--- src/rrd_pkg.sv ---
`default_nettype none
// ----------------------------------------------------------------------------
// rrd_pkg: shared types and constants of the reversible ring deque
// Item formats, action and status codes, ring sizing and the control states.
// ----------------------------------------------------------------------------
package rrd_pkg;

   localparam int DEPTH   = 64;
   localparam int ADDR_W  = (DEPTH > 1) ? $clog2(DEPTH) : 1;
   localparam int CNT_W   = $clog2(DEPTH + 1);
   localparam int ELEM_W  = 32;
   localparam int COUNT_W = 7;

   typedef enum logic [2:0] {
      ACT_APPEND    = 3'd0,
      ACT_PREPEND   = 3'd1,
      ACT_DEL_FRONT = 3'd2,
      ACT_DEL_BACK  = 3'd3,
      ACT_REVERSE   = 3'd4,
      ACT_DUMP      = 3'd5
   } action_type;

   localparam logic [1:0] ST_OK    = 2'd0;
   localparam logic [1:0] ST_EMPTY = 2'd1;
   localparam logic [1:0] ST_FULL  = 2'd2;

   typedef enum logic {
      S_IDLE = 1'b0,
      S_DUMP = 1'b1
   } ctrl_state_type;

   typedef struct packed {
      logic [2:0]        action;
      logic [ELEM_W-1:0] value;
   } req_type;

   typedef struct packed {
      logic [ELEM_W-1:0]  element;
      logic [1:0]         status;
      logic [COUNT_W-1:0] count;
      logic               last;
   } rsp_type;

endpackage
`default_nettype wire

--- src/reversible_ring_deque_unit.sv ---
`default_nettype none
// ----------------------------------------------------------------------------
// reversible_ring_deque_unit: bounded double-ended store on a ring buffer
// Elements sit in a RAM ring; a direction flag makes reverse a flag flip.
//
//   channel   direction   handshake            payload
//   req_      in          req_valid/req_stall  req_data  (req_type)
//   rsp_      out         rsp_valid/rsp_stall  rsp_data  (rsp_type)
//
// Insert, delete, reverse and an empty dump each give one response item.
// A dump of n elements gives n items after a registered RAM read: one element
// per cycle unless stalled, each read issued as the previous element is registered.
// Reset clears the pointers, count and flag; the RAM contents are not cleared.
// A new item is taken only in the idle state and while the output register
// is free or being emptied; a stalled output holds the dump in place.
// ----------------------------------------------------------------------------
module reversible_ring_deque_unit
   import rrd_pkg::*;
(
   input  wire logic    clock,
   input  wire logic    reset,
   input  wire logic    req_valid,
   output logic         req_stall,
   input  wire req_type req_data,
   output logic         rsp_valid,
   input  wire logic    rsp_stall,
   output rsp_type      rsp_data
);

   ctrl_state_type     state_ff, state_in;
   logic [ADDR_W-1:0]  front_ff, front_in;
   logic [CNT_W-1:0]   held_ff, held_in;
   logic               rev_ff, rev_in;
   logic [ADDR_W-1:0]  k_ff, k_in;
   logic               rsp_valid_ff, rsp_valid_in;
   rsp_type            rsp_data_ff, rsp_data_in;

   logic               out_free;
   logic               accept;
   logic               wr_en;
   logic [ADDR_W-1:0]  wr_addr;
   logic               rd_en;
   logic [ADDR_W-1:0]  rd_addr;
   logic [ELEM_W-1:0]  rd_data;
   logic               dump_last;
   logic [1:0]         st;
   logic               to_phys_back;
   logic               from_phys_front;

   // Folds a sum below twice the depth back into the ring.
   function automatic logic [ADDR_W-1:0] ring(input logic [CNT_W:0] a);
      logic [CNT_W:0] r;
      r = a;
      if (a >= (CNT_W+1)'(DEPTH)) begin
         r = a - (CNT_W+1)'(DEPTH);
      end
      return r[ADDR_W-1:0];
   endfunction

   // Physical slot of the k-th element in logical order.
   function automatic logic [ADDR_W-1:0] slot_of(
      input logic [ADDR_W-1:0] front,
      input logic [CNT_W-1:0]  held,
      input logic              rev,
      input logic [ADDR_W-1:0] k
   );
      logic [CNT_W:0] s;
      if (rev) begin
         s = (CNT_W+1)'(front) + (CNT_W+1)'(held) - (CNT_W+1)'(k) - (CNT_W+1)'(1);
      end else begin
         s = (CNT_W+1)'(front) + (CNT_W+1)'(k);
      end
      return ring(s);
   endfunction

   assign out_free  = !rsp_valid_ff || !rsp_stall;
   assign req_stall = (state_ff != S_IDLE) || !out_free;
   assign accept    = req_valid && !req_stall;
   assign dump_last = ((CNT_W+1)'(k_ff) + (CNT_W+1)'(1)) == (CNT_W+1)'(held_ff);
   assign rsp_valid = rsp_valid_ff;
   assign rsp_data  = rsp_data_ff;

   rrd_ram #(
      .WIDTH (ELEM_W),
      .DEPTH (DEPTH)
   ) u_slots (
      .clock   (clock),
      .wr_en   (wr_en),
      .wr_addr (wr_addr),
      .wr_data (req_data.value),
      .rd_en   (rd_en),
      .rd_addr (rd_addr),
      .rd_data (rd_data)
   );

   always_ff @(posedge clock) begin
      if (reset) begin
         state_ff     <= S_IDLE;
         front_ff     <= '0;
         held_ff      <= '0;
         rev_ff       <= 1'b0;
         k_ff         <= '0;
         rsp_valid_ff <= 1'b0;
      end else begin
         state_ff     <= state_in;
         front_ff     <= front_in;
         held_ff      <= held_in;
         rev_ff       <= rev_in;
         k_ff         <= k_in;
         rsp_valid_ff <= rsp_valid_in;
      end
      rsp_data_ff <= rsp_data_in;
   end

   always_comb begin
      state_in        = state_ff;
      front_in        = front_ff;
      held_in         = held_ff;
      rev_in          = rev_ff;
      k_in            = k_ff;
      rsp_valid_in    = rsp_valid_ff && rsp_stall;
      rsp_data_in     = rsp_data_ff;
      wr_en           = 1'b0;
      wr_addr         = ring((CNT_W+1)'(front_ff) + (CNT_W+1)'(held_ff));
      rd_en           = 1'b0;
      rd_addr         = slot_of(front_ff, held_ff, rev_ff, '0);
      st              = ST_OK;
      to_phys_back    = ((action_type'(req_data.action) == ACT_APPEND) == !rev_ff);
      from_phys_front = ((action_type'(req_data.action) == ACT_DEL_FRONT) == !rev_ff);

      case (state_ff)
         S_IDLE: begin
            if (accept) begin
               case (action_type'(req_data.action))
                  ACT_APPEND, ACT_PREPEND: begin
                     if (held_ff == CNT_W'(DEPTH)) begin
                        st = ST_FULL;
                     end else if (to_phys_back) begin
                        wr_en   = 1'b1;
                        held_in = held_ff + CNT_W'(1);
                     end else begin
                        front_in = ring((CNT_W+1)'(front_ff) + (CNT_W+1)'(DEPTH - 1));
                        wr_addr  = front_in;
                        wr_en    = 1'b1;
                        held_in  = held_ff + CNT_W'(1);
                     end
                  end
                  ACT_DEL_FRONT, ACT_DEL_BACK: begin
                     if (held_ff == '0) begin
                        st = ST_EMPTY;
                     end else if (from_phys_front) begin
                        front_in = ring((CNT_W+1)'(front_ff) + (CNT_W+1)'(1));
                        held_in  = held_ff - CNT_W'(1);
                     end else begin
                        held_in = held_ff - CNT_W'(1);
                     end
                  end
                  ACT_REVERSE: begin
                     if (held_ff != '0) begin
                        rev_in = !rev_ff;
                     end
                  end
                  ACT_DUMP: begin
                     if (held_ff == '0) begin
                        st = ST_EMPTY;
                     end
                  end
                  default: begin
                     st = ST_OK;
                  end
               endcase

               if ((action_type'(req_data.action) == ACT_DUMP) && (held_ff != '0)) begin
                  // Fetch the front element now; results follow from the dump state.
                  rd_en    = 1'b1;
                  k_in     = '0;
                  state_in = S_DUMP;
               end else begin
                  rsp_valid_in        = 1'b1;
                  rsp_data_in.element = '0;
                  rsp_data_in.status  = st;
                  rsp_data_in.count   = COUNT_W'(held_in);
                  rsp_data_in.last    = 1'b1;
               end
            end
         end
         S_DUMP: begin
            if (out_free) begin
               rsp_valid_in        = 1'b1;
               rsp_data_in.element = rd_data;
               rsp_data_in.status  = ST_OK;
               rsp_data_in.count   = COUNT_W'(held_ff);
               rsp_data_in.last    = dump_last;
               if (dump_last) begin
                  state_in = S_IDLE;
               end else begin
                  k_in    = k_ff + ADDR_W'(1);
                  rd_en   = 1'b1;
                  rd_addr = slot_of(front_ff, held_ff, rev_ff, k_in);
               end
            end
         end
         default: begin
            state_in = S_IDLE;
         end
      endcase
   end

endmodule
`default_nettype wire

--- src/rrd_ram.sv ---
`default_nettype none
// ----------------------------------------------------------------------------
// rrd_ram: generic single-clock RAM
// One write port and one read port; read data is registered and holds its
// value while no read is issued.
// ----------------------------------------------------------------------------
module rrd_ram #(
   parameter int WIDTH = 32,
   parameter int DEPTH = 64
) (
   input  wire logic                             clock,
   input  wire logic                             wr_en,
   input  wire logic [$clog2(DEPTH > 1 ? DEPTH : 2)-1:0] wr_addr,
   input  wire logic [WIDTH-1:0]                 wr_data,
   input  wire logic                             rd_en,
   input  wire logic [$clog2(DEPTH > 1 ? DEPTH : 2)-1:0] rd_addr,
   output logic      [WIDTH-1:0]                 rd_data
);

   logic [WIDTH-1:0] mem [DEPTH];

   always_ff @(posedge clock) begin
      if (wr_en) begin
         mem[wr_addr] <= wr_data;
      end
      if (rd_en) begin
         rd_data <= mem[rd_addr];
      end
   end

endmodule
`default_nettype wire
--- config.mk ---
export PLATFORM = sky130hd
export DESIGN_NAME = reversible_ring_deque_unit
export DESIGN_NICKNAME = d
export VERILOG_FILES = /design/src/rrd_pkg.sv /design/src/reversible_ring_deque_unit.sv /design/src/rrd_ram.sv
export SDC_FILE = /design/constraint.sdc
export NUM_CORES = 2
export LEC_CHECK = 0
export BUFFER_PORTS_ARGS = -buffer_cell sky130_fd_sc_hd__buf_2
export CAP_MARGIN = 20
export CORE_MARGIN = 2
export CORE_UTILIZATION = 54
export DETAILED_ROUTE_END_ITERATION = 12
export PLACE_DENSITY = 0.81
export SLEW_MARGIN = 20
export SYNTH_ARGS = -nofsm -noshare
export SYNTH_HDL_FRONTEND = slang
export SYNTH_SLANG_ARGS = --single-unit
export TNS_END_PERCENT = 50
--- constraint.sdc ---
create_clock -name clock -period 5.8 [get_ports clock]
set_clock_uncertainty 0.1 [all_clocks]
set_input_delay 0.29 -clock clock [delete_from_list [all_inputs] [get_ports clock]]
set_output_delay 0.29 -clock clock [all_outputs]
set_load 0.02 [all_outputs]
==> summary.txt <==
Outcome
  – Run status: completed

Clock tree
  – Clock Latency Late Sink: 0.84 ns
  – Worst-path clk slew: 0.06 ns
  – Cell chosen for the clock root: clkbuf_16
  – CTS tree: done
  – CTS Buf Count: 200
  – Clock Path Buffers: 3
  – H-Tree Depth: 4
  – CTS Sinks: 2144

Setup path
  – R2r endpoint: u_slots.rd_data[16]$_DFFE_PP_
  – Buf/Inv on CP: 1
  – CP Data Required Time: 6.40 ns
  – Crit path depth: 16
  – CP Cell Sequence: ha_1, a211oi_1, nor2_1, nor2_1, ha_1, a211oi_1, o21ai_0, o21ai_0, nor2_1, a21oi_4, buf_12, nand2_1, a41oi_1, nand4_1, nor3_1, o31a_1
  – Reg2Reg Setup Slack: 0.22 ns
  – Cell mode on critical path: nor2_1
  – Setup crit start: front_ff[1]$_SDFFE_PP0P_
  – CP endpoint: u_slots.rd_data[16]$_DFFE_PP_
  – CP arrival: 6.18 ns
  – Worst r2r src: front_ff[1]$_SDFFE_PP0P_
  – Crit-path slowest cell: a21oi_4
  – Crit path max-delay family: compound AO/OA/AOI/OAI gates
  – CP Capture Type: flop
  – Startpoint Class: flop
  – Crit Path Max Fanout: 41
  – Max stage delay on crit path: 0.78 ns
  – Crit Path Category: flop to flop
  – Worst r2r path cells: 16

Worst hold path
  – Hold Crit Depth: 6
  – Hold Path Class: input port to flop

Synth
  – Area of the mapped netlist: 86070 um^2
  – Mapped Cells: 6449
  – Register area share after synthesis: 74.55%
  – Synth Flop Type: edfxtp_1
  – Syn Area/Cell: 13.35 um^2
  – Synth warnings: 0
  – Post-synthesis cell type count: 77
  – Post-synth ARST share: 0%
  – EDFF count, synth: 2122
  – Mapped Nets: 6512
  – Synth Register Bits: 2144

Die
  – Die width: 403.2 um
  – Die Y: 403.2 um
  – Row count: 146
  – Core area: 158400 um^2
  – Initial cell density of the core: 54.34%
  – Die Area: 162600 um^2
  – Num ports: 83

Power and ir drop
  – Share of total power in sequential cells: 51.1%
  – Switching share of power: 24.72%
  – NetSw: 0.008304 W
  – Clk pwr share: 38.0%
  – Internal power: 0.02530 W
  – P per Cell Area: 344.4 nW/um^2
  – Logic pwr share: 10.9%
  – Leakage: 33.51 nW
  – Maximum vdd drop: 0.3466 mV
  – Total power: 0.03360 W

STA
  – Finish-stage setup viols: 0
  – Min Tclk post-route: 5.575 ns
  – Setup tns final: 0 ns
  – Final hold viol count: 0
  – Max Clk Rate: 0.1794 GHz
  – Worst rel slew slack: 29.93%
  – Final period util: 96.12%
  – Actual slew at the worst max-slew pin: 1.046 ns
  – Unrepaired setup endpoints after global routing: false
  – Slew Viols, Final: 0

Final layout
  – Layout cells sized above 1: 11.51%
  – Highest-count cells in the layout ignoring fill and taps: edfxtp_1, nand2_1, nand3_1, buf_4, clkbuf_16
  – Commonest non-fill, non-tap cell in the layout: edfxtp_1
  – Nets: 6711
  – Area growth syn-to-layout: 13.35%

Placement
  – GPL Wtd Cong: 0.9124
  – Final HPWL from detailed placement: 147.2 mm
  – Port bufs: 82

Drt
  – Vias/cell: 6.698
  – Routed len/inst: 29.31 um
  – DRT iter0 DRCs: 11.34k
  – Post-route ant nets: 0
  – DRT Pass-1 Iters: 9
  – Detailed Route WL: 260.6 mm
  – DR vias: 59.54k
  – Drt drc: 0

Global routing
  – Largest net degree at the start of global routing: 104
  – Routing usage on met1: 40.52%
  – First-pass GRT wire length: 374.3 mm
  – Global route overflow: 0
  – GR Util met2: 47.64%
  – GR Util All Layers: 31.36%
  – Initial antenna violation count: 18
  – Met3 usage in global routing: 8.961%
  – Vias in the first global route: 56.51k
  – GRT busiest layer: met2

Run
  – Maxcap violations: 0
[kinds of logic (layout without fill, tap and decap cells)]
group / after synthesis / after routing / share of synthesized area (%)
AOI/OAI and AO/OA: 598 / 598 / 5.323
xor gates and xnor gates: 38 / 38 / 0.4114
adders and majority gates: 24 / 24 / 0.3751
buffers and inverters: 452 / 813 / 2.508
DFF: 2144 / 2144 / 74.55
muxes: 124 / 125 / 1.481
other: 0 / 7 / 0
and+or+nand+nor: 3069 / 3069 / 15.36
[cell type report]
class                      count  area, um^2
sequential                  2144       64160
timing repair buffer         428        4014
inverter                      20       75.07
clock inverter               126        1075
antenna                        7       17.52
multi-input combinational   3854       20390
fill                       10580       60820
tap                         2072        2592
clock buffer                 239        5236
[per-layer routing]
metal / vias to the layer above / wire length, um
li1: 24320 / -
met1: 28520 / 85810
met2: 5542 / 116100
met3: 1141 / 40130
met4: 18 / 18310
met5: - / 222
[registers in the layout, summed over array words and instances (netlist names)]
name and flops:
rsp_data 42, rev_ff 1, k_ff 6, u_slots.rd_data 32, held_ff 7, state_ff 1, rsp_valid 1, u_slots.mem 2048
front_ff 6
[power groups by stage]
stage	clock (W)	combinational (W)	sequential [W]
3_3_place_gp	0	0.00335	0.0175
4_1_cts	0.0128	0.00349	0.0172
5_1_grt	0.0134	0.00379	0.0172
3_5_place_dp	0	0.00345	0.0175
2_1_floorplan	0	0.00191	0.0175
6_report	0.0128	0.00365	0.0172
[worst reg2reg max path: cells and delay by family, from the launching register on]
family / cells / cell delay (ns)
DFF: 1 / 0.60
adders and majority gates: 2 / 0.65
buffers and inverters: 1 / 0.40
AOI/OAI and AO/OA: 7 / 2.08
and+or+nand+nor: 6 / 1.66
[cells in the mapped netlist, types with 11 or more instances]
| cell | instances | area, um^2 |
|---|---|---|
| a21oi_1 | 63 | 315.3 |
| a32oi_1 | 75 | 656.9 |
| nor3_1 | 88 | 440.4 |
| nand2b_1 | 12 | 75.07 |
| o21ai_0 | 26 | 130.1 |
| a221oi_1 | 26 | 227.7 |
| ha_1 | 21 | 262.8 |
| nand2_1 | 1904 | 7147 |
| inv_1 | 19 | 71.32 |
| buf_6 | 11 | 123.9 |
| a211oi_1 | 16 | 120.1 |
| xnor2_1 | 23 | 201.4 |
| a31oi_1 | 124 | 775.7 |
| a311oi_1 | 172 | 1506 |
| dfxtp_1 | 22 | 440.4 |
| and2_1 | 35 | 219.0 |
| mux2i_1 | 116 | 1161 |
| o32a_1 | 24 | 240.2 |
| xor2_1 | 13 | 113.9 |
| buf_4 | 29 | 217.7 |
| buf_2 | 216 | 1081 |
| nand3_1 | 682 | 3413 |
| edfxtp_1 | 2122 | 63720 |
| clkbuf_1 | 150 | 563.0 |
| nor2_1 | 117 | 439.2 |
| and3_1 | 148 | 925.9 |
| nand4_1 | 47 | 294.0 |
| buf_1 | 26 | 97.59 |
[per-stage QoR]
step	std cells	area, um^2	utilization [%]	setup WS, ns	hold WS, ns
6_report	8890	97560	61.60	0.2249	0.02659
5_1_grt	8884	97550	61.59	0.09180	0.04699
4_1_cts	8863	97270	61.41	0.09893	0.0003478
3_5_place_dp	8490	90880	57.38	0.1763	0.4232
3_3_place_gp	8490	90870	57.37	0.3597	0.4106
2_1_floorplan	6449	86070	-	0.3825	0.2621
[how the worst min path moves through the flow]
stage | slack, ns | start | to
5_1_grt | 0.05 | req_data[25] | u_slots.mem[63][25]$_DFFE_PP_
2_1_floorplan | 0.26 | reset | held_ff[3]$_SDFFE_PP0P_
4_1_cts | 0.0003 | req_data[12] | u_slots.mem[43][12]$_DFFE_PP_
3_3_place_gp | 0.41 | u_slots.rd_data[4]$_DFFE_PP_ | rsp_data[14]$_SDFFCE_PN0P_
6_report | 0.03 | rsp_stall | k_ff[2]$_SDFFE_PP0P_
3_5_place_dp | 0.42 | u_slots.rd_data[4]$_DFFE_PP_ | rsp_data[14]$_SDFFCE_PN0P_
[repair_timing]
item | in CTS | in global routing
hold buffers | 8 | 19
buffers inserted | 0 | 0
resized for setup | 0 | 3
hold endpoints to repair | 86 | 982
endpoints found under the setup margin | 0 | 5
Power figures use the tool's default switching activity.
